`config.mk`:
```
export PLATFORM = sky130hd
export DESIGN_NAME = ultrasonic_echo_ranger
export DESIGN_NICKNAME = d
export VERILOG_FILES = /design/src/hdl/uer_pkg.sv /design/src/hdl/ultrasonic_echo_ranger.sv
export VERILOG_INCLUDE_DIRS = /design/src /design/src/hdl
export SDC_FILE = /design/constraint.sdc
export NUM_CORES = 1
export LEC_CHECK = 0
export BUFFER_PORTS_ARGS = -buffer_cell sky130_fd_sc_hd__buf_2
export CAP_MARGIN = 20
export CORE_MARGIN = 8
export CORE_UTILIZATION = 25
export CTS_CLUSTER_SIZE = 30
export DETAILED_ROUTE_END_ITERATION = 10
export GPL_TIMING_DRIVEN = 0
export MAX_ROUTING_LAYER = met4
export PLACE_DENSITY_LB_ADDON = 0.05
export RECOVER_POWER = 50
export SLEW_MARGIN = 20
export SYNTH_ARGS = -nofsm -noshare
export SYNTH_HDL_FRONTEND = slang
export SYNTH_SLANG_ARGS = --single-unit
```
`constraint.sdc`:
```
create_clock -name i_clk -period 6.9 [get_ports i_clk]
set_input_delay 1.38 -clock i_clk [delete_from_list [all_inputs] [get_ports i_clk]]
set_output_delay 1.38 -clock i_clk [all_outputs]
set_load 0.005 [all_outputs]
```
`src/hdl/assert_macros.svh`:
```
// ----------------------------------------------------------------------------
// assert_macros.svh
// Shared concurrent assertion macros for the ranger RTL.
// ----------------------------------------------------------------------------
`ifndef ASSERT_MACROS_SVH
`define ASSERT_MACROS_SVH

// Clocked assertion, disabled while reset is asserted.
`define ASSERT_CLK(label, clk, rst_n, prop, msg) \
    label: assert property (@(posedge clk) disable iff (!rst_n) (prop)) \
        else $error(msg);

// Clocked assertion that is also checked during reset.
`define ASSERT_ALWAYS(label, clk, prop, msg) \
    label: assert property (@(posedge clk) (prop)) else $error(msg);

`endif

```
`src/hdl/uer_pkg.sv`:
```
// ----------------------------------------------------------------------------
// uer_pkg
// Types and constants of the ultrasonic echo ranger.
// ----------------------------------------------------------------------------
package uer_pkg;

    localparam int SAMPLE_W = 12;
    localparam int THR_W    = 12;
    localparam int BURST_W  = 8;
    localparam int SETTLE_W = 8;
    localparam int TOUT_W   = 10;
    localparam int TICK_W   = 11;
    localparam int ECHO_W   = 11;
    localparam int FRAME_W  = 16;
    localparam int MIN_W    = SAMPLE_W + 1;
    localparam int CFG_IDX_W  = 2;
    localparam int CFG_DATA_W = 12;

    // Command codes.
    localparam logic CMD_FRAME = 1'b0;
    localparam logic CMD_TICK  = 1'b1;

    // Configuration register indexes.
    localparam logic [CFG_IDX_W-1:0] CFG_ECHO_THRESHOLD = 2'd0;
    localparam logic [CFG_IDX_W-1:0] CFG_BURST_TICKS    = 2'd1;
    localparam logic [CFG_IDX_W-1:0] CFG_SETTLE_TICKS   = 2'd2;
    localparam logic [CFG_IDX_W-1:0] CFG_TIMEOUT_TICKS  = 2'd3;

    // Register reset values.
    localparam logic [THR_W-1:0]    THRESHOLD_RST = 12'd128;
    localparam logic [BURST_W-1:0]  BURST_RST     = 8'd8;
    localparam logic [SETTLE_W-1:0] SETTLE_RST    = 8'd20;
    localparam logic [TOUT_W-1:0]   TIMEOUT_RST   = 10'd250;

    // "No background seen yet": above any sample, and minimum plus any
    // threshold stays above any sample.
    localparam logic [MIN_W-1:0] MIN_NONE = 13'h1000;

    typedef enum logic [3:0] {
        PH_CHIRP  = 4'b0001,
        PH_SETTLE = 4'b0010,
        PH_DETECT = 4'b0100,
        PH_DONE   = 4'b1000
    } t_phase;

    typedef struct packed {
        logic                command;
        logic [SAMPLE_W-1:0] sample;
    } t_in_item;

    typedef struct packed {
        logic               drive_left;
        logic               drive_right;
        logic               side_left;
        logic               echo_found;
        logic [ECHO_W-1:0]  echo_count;
        logic [ECHO_W-1:0]  previous_echo;
        logic [FRAME_W-1:0] frame_number;
        logic               busy_res;
    } t_out_item;

endpackage

```
`src/hdl/ultrasonic_echo_ranger.sv`:
```
// ----------------------------------------------------------------------------
// ultrasonic_echo_ranger
// Time-of-flight ranging controller: chirp, background tracking, echo detect.
// ----------------------------------------------------------------------------
// Usage:
//   Input channel (i_in_valid / o_in_ready / i_in) carries one item per
//   frame start or carrier tick with its ADC sample. Each accepted item
//   yields exactly one result item on the output channel
//   (o_out_valid / i_out_ready / o_out), holding the state after the update.
//   The state and the result register load at the edge that accepts the item.
//   Throughput is one item per cycle while results are taken; the only limit
//   is the single result register, which is refilled in the cycle it drains.
//   When the receiver stalls, the result is held and o_in_ready drops until
//   it is taken; no item is lost or repeated.
//   The configuration channel (i_cfg_valid / o_cfg_ready) is always ready
//   and writes one register per accepted write; writes are expected only
//   while no result is outstanding.
//   Synchronous active-low reset returns the registers to their defaults,
//   clears the measurement state and empties the result register.
// ----------------------------------------------------------------------------
`include "assert_macros.svh"

module ultrasonic_echo_ranger (
    input  logic                               i_clk,
    input  logic                               i_rst_n,
    input  logic                               i_cfg_valid,
    output logic                               o_cfg_ready,
    input  logic [uer_pkg::CFG_IDX_W-1:0]      i_cfg_index,
    input  logic [uer_pkg::CFG_DATA_W-1:0]     i_cfg_data,
    input  logic                               i_in_valid,
    output logic                               o_in_ready,
    input  uer_pkg::t_in_item                  i_in,
    output logic                               o_out_valid,
    input  logic                               i_out_ready,
    output uer_pkg::t_out_item                 o_out
);

    // Configuration registers.
    logic [uer_pkg::THR_W-1:0]    r_thr;
    logic [uer_pkg::BURST_W-1:0]  r_burst;
    logic [uer_pkg::SETTLE_W-1:0] r_settle;
    logic [uer_pkg::TOUT_W-1:0]   r_timeout;

    // Measurement state.
    uer_pkg::t_phase              r_phase, n_phase;
    logic [uer_pkg::TICK_W-1:0]   r_tick, n_tick;
    logic [uer_pkg::MIN_W-1:0]    r_min, n_min;
    logic                         r_left, n_left;
    logic                         r_running, n_running;
    logic [uer_pkg::ECHO_W-1:0]   r_echo, n_echo;
    logic [uer_pkg::ECHO_W-1:0]   r_last, n_last;
    logic [uer_pkg::FRAME_W-1:0]  r_frames, n_frames;
    logic                         r_drive, n_drive;
    logic                         n_found;

    // Result register.
    logic                         r_out_valid;
    uer_pkg::t_out_item           r_out, n_out;

    logic                         in_fire;
    logic                         cfg_fire;
    logic [uer_pkg::MIN_W-1:0]    smp_ext;
    logic [uer_pkg::MIN_W-1:0]    min_upd;
    logic [uer_pkg::MIN_W:0]      min_plus_thr;
    logic                         hit;

    assign o_cfg_ready = 1'b1;
    assign cfg_fire    = i_cfg_valid && o_cfg_ready;
    assign o_in_ready  = !r_out_valid || i_out_ready;
    assign in_fire     = i_in_valid && o_in_ready;
    assign o_out_valid = r_out_valid;
    assign o_out       = r_out;

    // Background minimum including this sample, and the echo test against it.
    assign smp_ext      = {1'b0, i_in.sample};
    assign min_upd      = (smp_ext < r_min) ? smp_ext : r_min;
    assign min_plus_thr = {1'b0, min_upd} + {2'b00, r_thr};
    assign hit          = ({1'b0, smp_ext} > min_plus_thr);

    always_comb begin
        n_phase   = r_phase;
        n_tick    = r_tick;
        n_min     = r_min;
        n_left    = r_left;
        n_running = r_running;
        n_echo    = r_echo;
        n_last    = r_last;
        n_frames  = r_frames;
        n_drive   = r_drive;
        n_found   = 1'b0;

        if (i_in.command == uer_pkg::CMD_FRAME) begin
            n_left    = !r_left;
            n_tick    = {{(uer_pkg::TICK_W-uer_pkg::BURST_W){1'b0}}, r_burst};
            n_phase   = uer_pkg::PH_CHIRP;
            n_last    = r_echo;
            n_frames  = r_frames + 16'd1;
            n_echo    = '0;
            n_running = 1'b1;
        end else if (r_running) begin
            case (r_phase)
                uer_pkg::PH_CHIRP: begin
                    if (r_tick != '0) begin
                        n_tick  = r_tick - 11'd1;
                        n_drive = 1'b1;
                    end else begin
                        n_drive = 1'b0;
                        n_phase = uer_pkg::PH_SETTLE;
                        n_tick  = {{(uer_pkg::TICK_W-uer_pkg::SETTLE_W){1'b0}}, r_settle};
                        n_min   = uer_pkg::MIN_NONE;
                    end
                end
                uer_pkg::PH_SETTLE: begin
                    // The tick that finds the count exhausted takes no sample.
                    if (r_tick == '0) begin
                        n_phase = uer_pkg::PH_DETECT;
                    end else begin
                        n_tick = r_tick - 11'd1;
                        n_min  = min_upd;
                    end
                end
                uer_pkg::PH_DETECT: begin
                    n_tick = r_tick + 11'd1;
                    n_min  = min_upd;
                    if (hit || (r_tick > {1'b0, r_timeout})) begin
                        n_echo    = r_tick;
                        n_phase   = uer_pkg::PH_DONE;
                        n_running = 1'b0;
                        n_found   = 1'b1;
                    end
                end
                default: begin
                    n_running = 1'b0;
                end
            endcase
        end

        n_out.drive_left    = n_drive && n_left;
        n_out.drive_right   = n_drive && !n_left;
        n_out.side_left     = n_left;
        n_out.echo_found    = n_found;
        n_out.echo_count    = n_echo;
        n_out.previous_echo = n_last;
        n_out.frame_number  = n_frames;
        n_out.busy_res      = n_running;
    end

    always_ff @(posedge i_clk) begin
        if (!i_rst_n) begin
            r_thr     <= uer_pkg::THRESHOLD_RST;
            r_burst   <= uer_pkg::BURST_RST;
            r_settle  <= uer_pkg::SETTLE_RST;
            r_timeout <= uer_pkg::TIMEOUT_RST;
        end else if (cfg_fire) begin
            case (i_cfg_index)
                uer_pkg::CFG_ECHO_THRESHOLD: r_thr     <= i_cfg_data;
                uer_pkg::CFG_BURST_TICKS:    r_burst   <= i_cfg_data[uer_pkg::BURST_W-1:0];
                uer_pkg::CFG_SETTLE_TICKS:   r_settle  <= i_cfg_data[uer_pkg::SETTLE_W-1:0];
                uer_pkg::CFG_TIMEOUT_TICKS:  r_timeout <= i_cfg_data[uer_pkg::TOUT_W-1:0];
                default: begin
                end
            endcase
        end
    end

    always_ff @(posedge i_clk) begin
        if (!i_rst_n) begin
            r_phase     <= uer_pkg::PH_CHIRP;
            r_tick      <= '0;
            r_min       <= uer_pkg::MIN_NONE;
            r_left      <= 1'b0;
            r_running   <= 1'b0;
            r_echo      <= '0;
            r_last      <= '0;
            r_frames    <= '0;
            r_drive     <= 1'b0;
            r_out_valid <= 1'b0;
        end else begin
            if (in_fire) begin
                r_phase   <= n_phase;
                r_tick    <= n_tick;
                r_min     <= n_min;
                r_left    <= n_left;
                r_running <= n_running;
                r_echo    <= n_echo;
                r_last    <= n_last;
                r_frames  <= n_frames;
                r_drive   <= n_drive;
            end
            if (in_fire) begin
                r_out_valid <= 1'b1;
            end else if (i_out_ready) begin
                r_out_valid <= 1'b0;
            end
        end
    end

    always_ff @(posedge i_clk) begin
        if (in_fire) begin
            r_out <= n_out;
        end
    end

    `ASSERT_CLK(a_fire_loads_result, i_clk, i_rst_n, in_fire |=> o_out_valid, "accepted item left no result")
    `ASSERT_CLK(a_one_side_driven, i_clk, i_rst_n, o_out_valid |-> !(o_out.drive_left && o_out.drive_right), "both transducers driven")
    `ASSERT_CLK(a_found_ends_busy, i_clk, i_rst_n, (o_out_valid && o_out.echo_found) |-> !o_out.busy_res, "echo latched while still busy")
    `ASSERT_CLK(a_frame_starts, i_clk, i_rst_n, (in_fire && (i_in.command == uer_pkg::CMD_FRAME)) |=> (r_running && (r_frames == $past(r_frames) + 16'd1)), "frame command did not start a measurement")

endmodule
```
==> results.toml, run 1 <==
[drt]
via_per_inst = 4.65
drc = 0
dr_wl_met3_um = 695
met1_length_mm = 12.7
met2WireLength_mm = 11.1
vias = 6615
topRoutingLayerUsed = "met4"
antenna_left = 0
drtPass1Iterations = 7
routed_wl_mm = 24.7
drt-initial-drc-count = 241
wl_per_cell_um = 17.4

[logic_synthesis]
syn_area_um2 = 8000
synthTopCellsByCount = "nand2_1, dfxtp_1, nor2_1"
synth.most_common_cell = "nand2_1"
synth_top_area_share_pct = 27.0
postSynth.asyncResetShare_pct = 0
synth_nets = 987
synth_ff_type = "dfxtp_1"
syn_area_per_cell_um2 = 8.83
synth_edf_count = 43
synth_seq_area_share_pct = 43.2
synth_area_leader_cell = "dfxtp_1"
synthCells = 906
yosysUniqueCellTypes = 77
synth_seq_cells = 151
synth_area_leaders = "dfxtp_1, edfxtp_1, nand2_1"
yosysWarnings = 0

[critical_path]
crit_fanout = 10
criticalPathCategory = "in -> reg"
arrival_ns = 6.93
start_kind = "primary input"
end_kind = "flop"
cp.required_ns = 7.23

[flow_run]
maxCapViolations = 0

[cts]
cts_hold_buf = 0
cts_buffers = 17
cts_tree = "built"
clock_sinks = 151
worstSkewPairLatency_ns = 0.44
cts_buffer_depth = 2
root_buffer = "clkbuf_16"
cts.htree.levels = 4
clk_pin_slew_ns = 0.06

[timing]
skew_ns = 0.0123
tightest_slew_ns = 0.988
min_period_ns = 6.60
maxSlewHeadroom_pct = 33.7
drv_slew = 0
grt_setup_unrepaired = "no"
finalCritPeriodShare_pct = 95.7
fmax_ghz = 0.151
finalSetupViolations = 0
finalHoldViolations = 0

[power]
switchingPower_w = 0.000677
powerDensity_nw_per_um2 = 232
combinationalPowerShare_pct = 14.5
p_sw_share_pct = 30.5
p_leak_nw = 3.72
max-vdd-ir-drop_v = 0.000157
pwr-share-clk_pct = 42.3
p_int_w = 0.00154
total_power_w = 0.00222
pwr-share-seq_pct = 43.2

[final_layout]
drive_gt1_share_pct = 12.6
final_util_pct = 30.3
n_antenna_cell = 0
syn_to_final_growth_pct = 19.6
fill_cells = 3493
num-nets-final = 1089

[global_route]
grt_max_degree = 53
grt_pass1_vias = 6555
grt_pass1_wl_mm = 38.7
grt_usage_pct = 13.4
grt_overflow = 0
antenna_found_initial = 0

[floorplanning]
die_h_um = 195
ios = 78
rows = 65
dieWidth_um = 195
coreArea_um2 = 31600
start_util_pct = 25.4
dieArea_um2 = 38000

[placement]
dp_hpwl_mm = 18.5
place_congestion = 0.780
io_buffers = 76

[hold_path]
hold_class = "reg -> reg"

[status]
status = "finished clean"
-- final timing paths --
path	startpoint	end	slack, ns	cells after the start
min reg2reg	r_last[7]$_SDFFE_PN0P_	r_last[7]$_SDFFE_PN0P_	0.45	2
max reg2reg	r_min[10]$_SDFFE_PN0P_	r_echo[9]$_SDFFE_PN0P_	0.98	26
max	i_in[10]	r_echo[9]$_SDFFE_PN0P_	0.30	26
min	r_last[7]$_SDFFE_PN0P_	r_last[7]$_SDFFE_PN0P_	0.45	2
-- final cells by class --
class                      count  area, um2  share of cell area [%]
multi-input combinational    658       4180                    43.7
sequential                   151       3450                    36.1
tap                          402        503                    5.25
timing repair buffer          83        438                    4.57
clock buffer                  17        425                    4.44
buffer                        51        241                    2.52
inverter                      46        173                    1.80
clock inverter                15        158                    1.65
-- flip-flops by register name (all words and copies together) (netlist names), 4 cells and up --
| name | count |
|---|---|
| r_burst | 8 |
| r_phase | 4 |
| r_min | 13 |
| r_thr | 12 |
| r_echo | 11 |
| r_tick | 11 |
| r_last | 11 |
| r_frames | 16 |
| o_out | 43 |
| r_settle | 8 |
| r_timeout | 10 |
-- metal layers --
| layer | vias to the layer above | GRT usage [%] |
|---|---|---|
| met5 | - | - |
| met4 | 0 | 3.37 |
| met3 | 16 | 2.49 |
| met2 | 97 | 20.2 |
| met1 | 3121 | 18.3 |
| li1 | 3381 | - |
-- power by group through the flow --
stage / logic, W / clock network (W) / registers (W)
final: 0.000322 / 0.000938 / 0.000958
after global placement: 0.000330 / 0 / 0.000979
after floorplan: 0.000213 / 0 / 0.000975
after detailed placement: 0.000327 / 0 / 0.000978
after global routing: 0.000363 / 0.00100 / 0.000962
after CTS: 0.000331 / 0.000966 / 0.000958
-- worst max-delay path, stage by stage --
cell	delay, ns
buf_2	0.12
ha_1	0.32
a2111oi_2	0.32
o21ai_1	0.14
a211oi_2	0.34
nor2_2	0.13
buf_2	0.21
o21ai_2	0.20
ha_1	0.27
a21oi_2	0.20
o21ai_0	0.19
nor4_1	0.23
a21oi_1	0.11
a41o_1	0.30
or3_1	0.31
nand2_1	0.08
ha_1	0.23
and4_1	0.24
a221o_1	0.34
a211oi_2	0.32
a31oi_4	0.13
buf_12	0.16
buf_12	0.12
a22o_4	0.22
buf_6	0.14
a22o_1	0.17
-- placed cells by master (no fill, tap or decap), types with 4 or more instances in the layout --
cell / instances
nand2b_1: 9
and3_1: 8
xor2_1: 29
a211oi_1: 4
buf_4: 5
o211ai_1: 8
nand3_1: 25
nor3_1: 11
mux2i_1: 12
nand4_1: 8
inv_8: 7
edfxtp_1: 43
a21o_1: 8
ha_1: 48
dfxtp_1: 108
a221oi_1: 5
nor2_1: 65
a21oi_1: 61
o21ai_1: 8
buf_2: 52
mux2_2: 8
nand4b_1: 4
xnor2_1: 21
nand2_1: 164
o21a_1: 6
nor4_1: 4
clkbuf_1: 69
mux2_1: 5
a22o_1: 10
o31ai_1: 7
inv_1: 46
clkbuf_16: 18
or3_1: 9
o21ai_0: 49
-- stage by stage --
stage | setup TNS [ns] | cells | instance area [um2] | hold slack (ns) | setup WS [ns]
2_1_floorplan | 0 | 906 | 8000 | 0.433 | 0.526
3_3_place_gp | -30.46 | 1384 | 8880 | 0.438 | -1.30
3_5_place_dp | -28.81 | 1384 | 8890 | 0.447 | -1.22
5_1_grt | 0 | 1423 | 9570 | 0.481 | 0.0142
4_1_cts | 0 | 1420 | 9530 | 0.456 | 0.0341
6_report | 0 | 1423 | 9570 | 0.452 | 0.295
-- what timing repair did --
item | CTS | global route
gates resized for setup | 6 | 12
buffers inserted | 4 | 2
pin swaps | 3 | 3
gates cloned | 0 | 1
setup endpoints to repair | 27 | 26
-- logic make-up (layout without fill, tap and decap cells) --
family	after synthesis	after routing	share of synthesized area (%)
multiplexers	26	26	3.46
AO/OA/AOI/OAI	200	200	16.0
adder cells (fa/ha/maj)	49	49	7.76
flip-flops	151	151	43.2
buffers and inverters	97	212	5.11
AND/OR/NAND/NOR	332	332	19.0
other	1	1	0.0469
XOR/XNOR	50	50	5.47
(Power assumes the default switching activity.)
==> inputs of run 2 (changes only) <==
- BUFFER_PORTS_ARGS: -buffer_cell sky130_fd_sc_hd__buf_2 -> default
- DONT_BUFFER_PORTS: default -> 1
==> run 2 against run 1 <==
Against the previous run:
- worst setup slack better by 0.13 ns
- global-route usage is essentially flat
- non-clock buffer count fell by 77
- critical endpoint is now r_echo[5]$_SDFFE_PN0P_
- critical path type unchanged
- combinational power fell by 8.4%
- first-iteration DRC count is 8.3% higher
- wire length up 0.27%
- largest cell class unchanged
==> results.toml, run 2 (synthesis gave the netlist of run 1 again) <==
[placement]
dp_hpwl_mm = 18.8
place_inst = 1309
place_congestion = 0.775
io_buffers = 0

[final_layout]
mostFrequentLayoutCell = "nand2_1"
largest_reg_flops = 43
n_antenna_cell = 0
syn_to_final_growth_pct = 14.6
fill_cells = 3359
num-nets-final = 1012
most-common-layout-cells = "nand2_1, dfxtp_1, nor2_1"
final_cells = 1346
drive_gt1_share_pct = 7.94

[power]
powerDensity_nw_per_um2 = 238
max-vdd-ir-drop_v = 0.000158
p_leak_nw = 3.50

[global_route]
grt_max_degree = 35
antenna_found_initial = 0
grt_overflow = 0
grt_pass1_wl_mm = 38.2
grt_pass1_vias = 6280
grt_usage_pct = 13.5

[timing]
min_period_ns = 6.48
skew_ns = 0.00731
tightest_slew_ns = 0.963
final.setup.tns_ns = 0
finalHoldViolations = 0
finalSetupViolations = 0
drv_slew = 0
grt_setup_unrepaired = "no"
finalCritPeriodShare_pct = 93.9
fmax_ghz = 0.154
maxSlewHeadroom_pct = 35.4

[floorplanning]
ios = 78
die_h_um = 195
dieArea_um2 = 38000
rows = 65
start_util_pct = 25.4
dieWidth_um = 195
coreArea_um2 = 31600

[critical_path]
rr_worst_depth = 29
cp_top_family = "compound AO/OA/AOI/OAI gates"
cp.buffers_inverters = 3
crit-reg2reg-capture = "r_echo[5]$_SDFFE_PN0P_"
r2r_slack_ns = 0.97
r2r-start = "r_min[8]$_SDFFE_PN0P_"
end_kind = "flop"
max_stage_delay_ns = 0.44
slowest_stage = "fa_1"
crit_fanout = 10
start_kind = "primary input"
arrival_ns = 6.80
cp.required_ns = 7.22
criticalPathCategory = "in -> reg"

[status]
status = "finished clean"

[cts]
cts_buffer_depth = 2
cts.htree.levels = 4
cts_buffers = 17
cts_hold_buf = 0
worstSkewPairLatency_ns = 0.43
clock_sinks = 151
cts_tree = "built"
clk_pin_slew_ns = 0.06
root_buffer = "clkbuf_16"

[hold_path]
hold_depth = 2
min_to = "r_last[0]$_SDFFE_PN0P_"
worstHoldStart = "r_last[0]$_SDFFE_PN0P_"
hold_class = "reg -> reg"

[drt]
routed_wl_mm = 24.8
via_per_inst = 4.68
antenna_left = 0
drt-initial-drc-count = 261
drc = 0
wl_per_cell_um = 18.4
vias = 6300
drtPass1Iterations = 6

[flow_run]
maxCapViolations = 0
==> run 2: cell types whose count changed in the layout (fill, tap and decap cells not counted), moves of 6 or more <==
| cell | delta |
|---|---|
| mux2_1 | +6 |
| buf_2 | -37 |
| mux2_2 | -6 |
| inv_8 | -7 |
| clkbuf_1 | -36 |
==> run 2: stage by stage <==
step | worst slack, ns | utilization (%) | hold slack, ns | instance area, um2 | total power, W
floorplan | 0.526 | - | 0.433 | 8000 | 0.00119
global placement | -1.14 | 27.0 | 0.441 | 8500 | 0.00128
detailed placement | -1.11 | 27.0 | 0.447 | 8530 | 0.00128
CTS | 0.0528 | 29.0 | 0.456 | 9150 | 0.00222
global route | 0.0295 | 29.1 | 0.470 | 9170 | 0.00229
finish | 0.423 | 29.1 | 0.453 | 9170 | 0.00218
==> run 2: area by class of cell <==
type / instances / area, um2 / area share, %
clock inverter: 12 / 128 / 1.39
buffer: 51 / 241 / 2.63
sequential: 151 / 3450 / 37.7
multi-input combinational: 658 / 4160 / 45.4
timing repair buffer: 6 / 70.1 / 0.764
clock buffer: 20 / 437 / 4.76
inverter: 46 / 173 / 1.88
tap: 402 / 503 / 5.49
==> run 2: worst max-delay path by stage <==
stage              from                     end  slack (ns)  cells past startpoint
3_5_place_dp   i_in[10]  r_echo[5]$_SDFFE_PN0P_       -1.11                     23
4_1_cts        i_in[10]  r_echo[5]$_SDFFE_PN0P_        0.05                     24
5_1_grt        i_in[10]  r_echo[5]$_SDFFE_PN0P_        0.03                     27
6_report        i_in[8]  r_echo[5]$_SDFFE_PN0P_        0.42                     28
3_3_place_gp   i_in[10]  r_echo[3]$_SDFFE_PN0P_       -1.14                     23
2_1_floorplan  i_in[10]  r_echo[0]$_SDFFE_PN0P_        0.53                     23
==> run 2: worst reg2reg max path, delay by kind of cell, from the launching register on <==
kind | cells | cell delay, ns
buf+inv | 4 | 0.61
simple gates | 7 | 0.84
fa+ha+maj | 4 | 1.22
compound gates | 13 | 2.62
xor+xnor | 1 | 0.18
flops | 1 | 0.35
==> run 2: timing repair <==
item	CTS	global route
endpoints found under the hold margin	0	0
resized for setup	3	12
endpoints found under the setup margin	27	26
buffers inserted	5	0
pin swaps	3	0
==> run 2: power breakdown <==
part / internal [W] / switching, W / total, W
Clock: 0.000532 / 0.000390 / 0.000922
Sequential: 0.000942 / 0.0000217 / 0.000963
Combinational: 0.000106 / 0.000188 / 0.000295
Total: 0.00158 / 0.000600 / 0.00218
==> run 2: routing by layer <==
metal	vias up	GRT usage (%)	part of all wire [%]
met4	0	3.62	1.1
li1	3231	-	-
met5	-	-	0
met2	119	20.0	44
met1	2932	18.1	50
met3	18	3.11	4.2
==> inputs of run 3 (changes only) <==
- clock period: 6.9 -> 6.5 ns (I/O delays scaled with it)
==> run 3 against run 2 <==
Against the previous run:
- utilization is 0.38 points higher
- non-clock buffer count is 3 higher
- register-to-register slack worse by 0.25 ns
- via count is 0.30% higher
- wire length is 0.31% higher
==> results.toml, run 3 (synthesis gave the netlist of run 1 again) <==
[status]
status = "finished clean"

[placement]
dp_hpwl_mm = 18.8
dpl-instance-area_um2 = 8530
place_congestion = 0.775
io_buffers = 0

[power]
max-vdd-ir-drop_v = 0.000166
p_leak_nw = 3.54
powerDensity_nw_per_um2 = 249

[global_route]
grt_max_degree = 35
grt_pass1_wl_mm = 38.2
grt_overflow = 0
antenna_found_initial = 0
grt_usage_pct = 13.5
grt_pass1_vias = 6280

[final_layout]
fill_cells = 3357
syn_to_final_growth_pct = 16.1
largest_reg_flops = 43
final_area_um2 = 9290
num-nets-final = 1015
drive_gt1_share_pct = 9.40
most-common-layout-cells = "nand2_1, dfxtp_1, nor2_1"
mostFrequentLayoutCell = "nand2_1"
n_antenna_cell = 0
final_util_pct = 29.4

[timing]
finalSetupViolations = 0
finalCritPeriodShare_pct = 96.4
skew_ns = 0.00692
maxSlewHeadroom_pct = 34.1
drv_slew = 0
final.setup.tns_ns = 0
fmax_ghz = 0.160
finalHoldViolations = 0
min_period_ns = 6.26
tightest_slew_ns = 0.983

[floorplanning]
start_util_pct = 25.4
die_h_um = 195
dieWidth_um = 195
ios = 78
rows = 65
dieArea_um2 = 38000
coreArea_um2 = 31600

[cts]
clk_pin_slew_ns = 0.06
cts_buffer_depth = 2
cts.htree.levels = 4
worstSkewPairLatency_ns = 0.43
clock_sinks = 151
cts_buffers = 17
cts_tree = "built"
root_buffer = "clkbuf_16"

[drt]
drc = 0
wl_per_cell_um = 18.4
drtPass1Iterations = 5
routed_wl_mm = 24.8
vias = 6319
via_per_inst = 4.68
antenna_left = 0
drt-initial-drc-count = 271

[critical_path]
end_kind = "flop"
arrival_ns = 6.59
slowest_stage = "a221o_1"
r2r_slack_ns = 0.72
max_stage_delay_ns = 0.37
criticalPathCategory = "in -> reg"
crit_fanout = 10
cp.required_ns = 6.82
start_kind = "primary input"
cpMostUsedCell = "ha_1"

[hold_path]
hold_class = "reg -> reg"

[flow_run]
maxCapViolations = 0
-- run 3: changes by cell type in the layout (fill, tap and decap cells not counted), sizes merged --
cell and delta:
buf +3
-- run 3: cell type report --
cell class                      count  area, um2  area share, %
Clock buffer                       20        437           4.70
Clock inverter                     12        128           1.37
Inverter                           46        173           1.86
Sequential cell                   151       3450           37.2
Buffer                             51        244           2.63
Timing Repair Buffer                9        126           1.36
Multi-Input combinational cell    658       4220           45.5
Tap cell                          402        503           5.42
-- run 3: final timing paths --
check	startpoint	endpoint	cells after the start
max	i_in[10]	r_echo[5]$_SDFFE_PN0P_	26
min	r_burst[6]$_SDFFE_PN0P_	r_burst[6]$_SDFFE_PN0P_	2
max reg2reg	r_min[10]$_SDFFE_PN0P_	r_echo[5]$_SDFFE_PN0P_	27
min reg2reg	r_burst[6]$_SDFFE_PN0P_	r_burst[6]$_SDFFE_PN0P_	2
-- run 3: per-layer routing --
layer  track usage (%)  vias up  share of wire (%)
met4              3.62        0                1.0
met1              18.1     2951                 50
met5                 -        -                  0
met2              20.0      121                 45
li1                  -     3232                  -
met3              3.11       15                4.2
-- run 3: timing repair --
action / 4_1_cts / 5_1_grt
gates cloned: 0 / 1
hold buffers: 0 / 0
pin swaps: 4 / 7
resized for setup: 9 / 21
endpoints found under the setup margin: 27 / 25
hold endpoints to repair: 0 / 0
setup buffers: 5 / 2
-- run 3: where the power goes --
part / leakage [nW] / internal [W] / total, W / switching, W
logic: 1.97 / 0.000115 / 0.000315 / 0.000201
registers: 1.31 / 0.00100 / 0.00102 / 0.0000231
clock network: 0.268 / 0.000565 / 0.000977 / 0.000413
-- run 3: per-stage QoR --
step / power, W / hold slack, ns / worst slack, ns / cells
2_1_floorplan: 0.00126 / 0.433 / 0.206 / 906
3_3_place_gp: 0.00136 / 0.441 / -1.46 / 1308
3_5_place_dp: 0.00136 / 0.447 / -1.43 / 1309
4_1_cts: 0.00235 / 0.456 / 0.0126 / 1346
5_1_grt: 0.00243 / 0.470 / -0.0306 / 1349
6_report: 0.00232 / 0.453 / 0.236 / 1349
-- run 3: worst max-delay path, delay by kind of cell --
kind	cells	cell delay, ns
buf+inv	4	0.60
fa+ha+maj	3	0.84
simple gates	6	1.06
compound gates	13	2.76
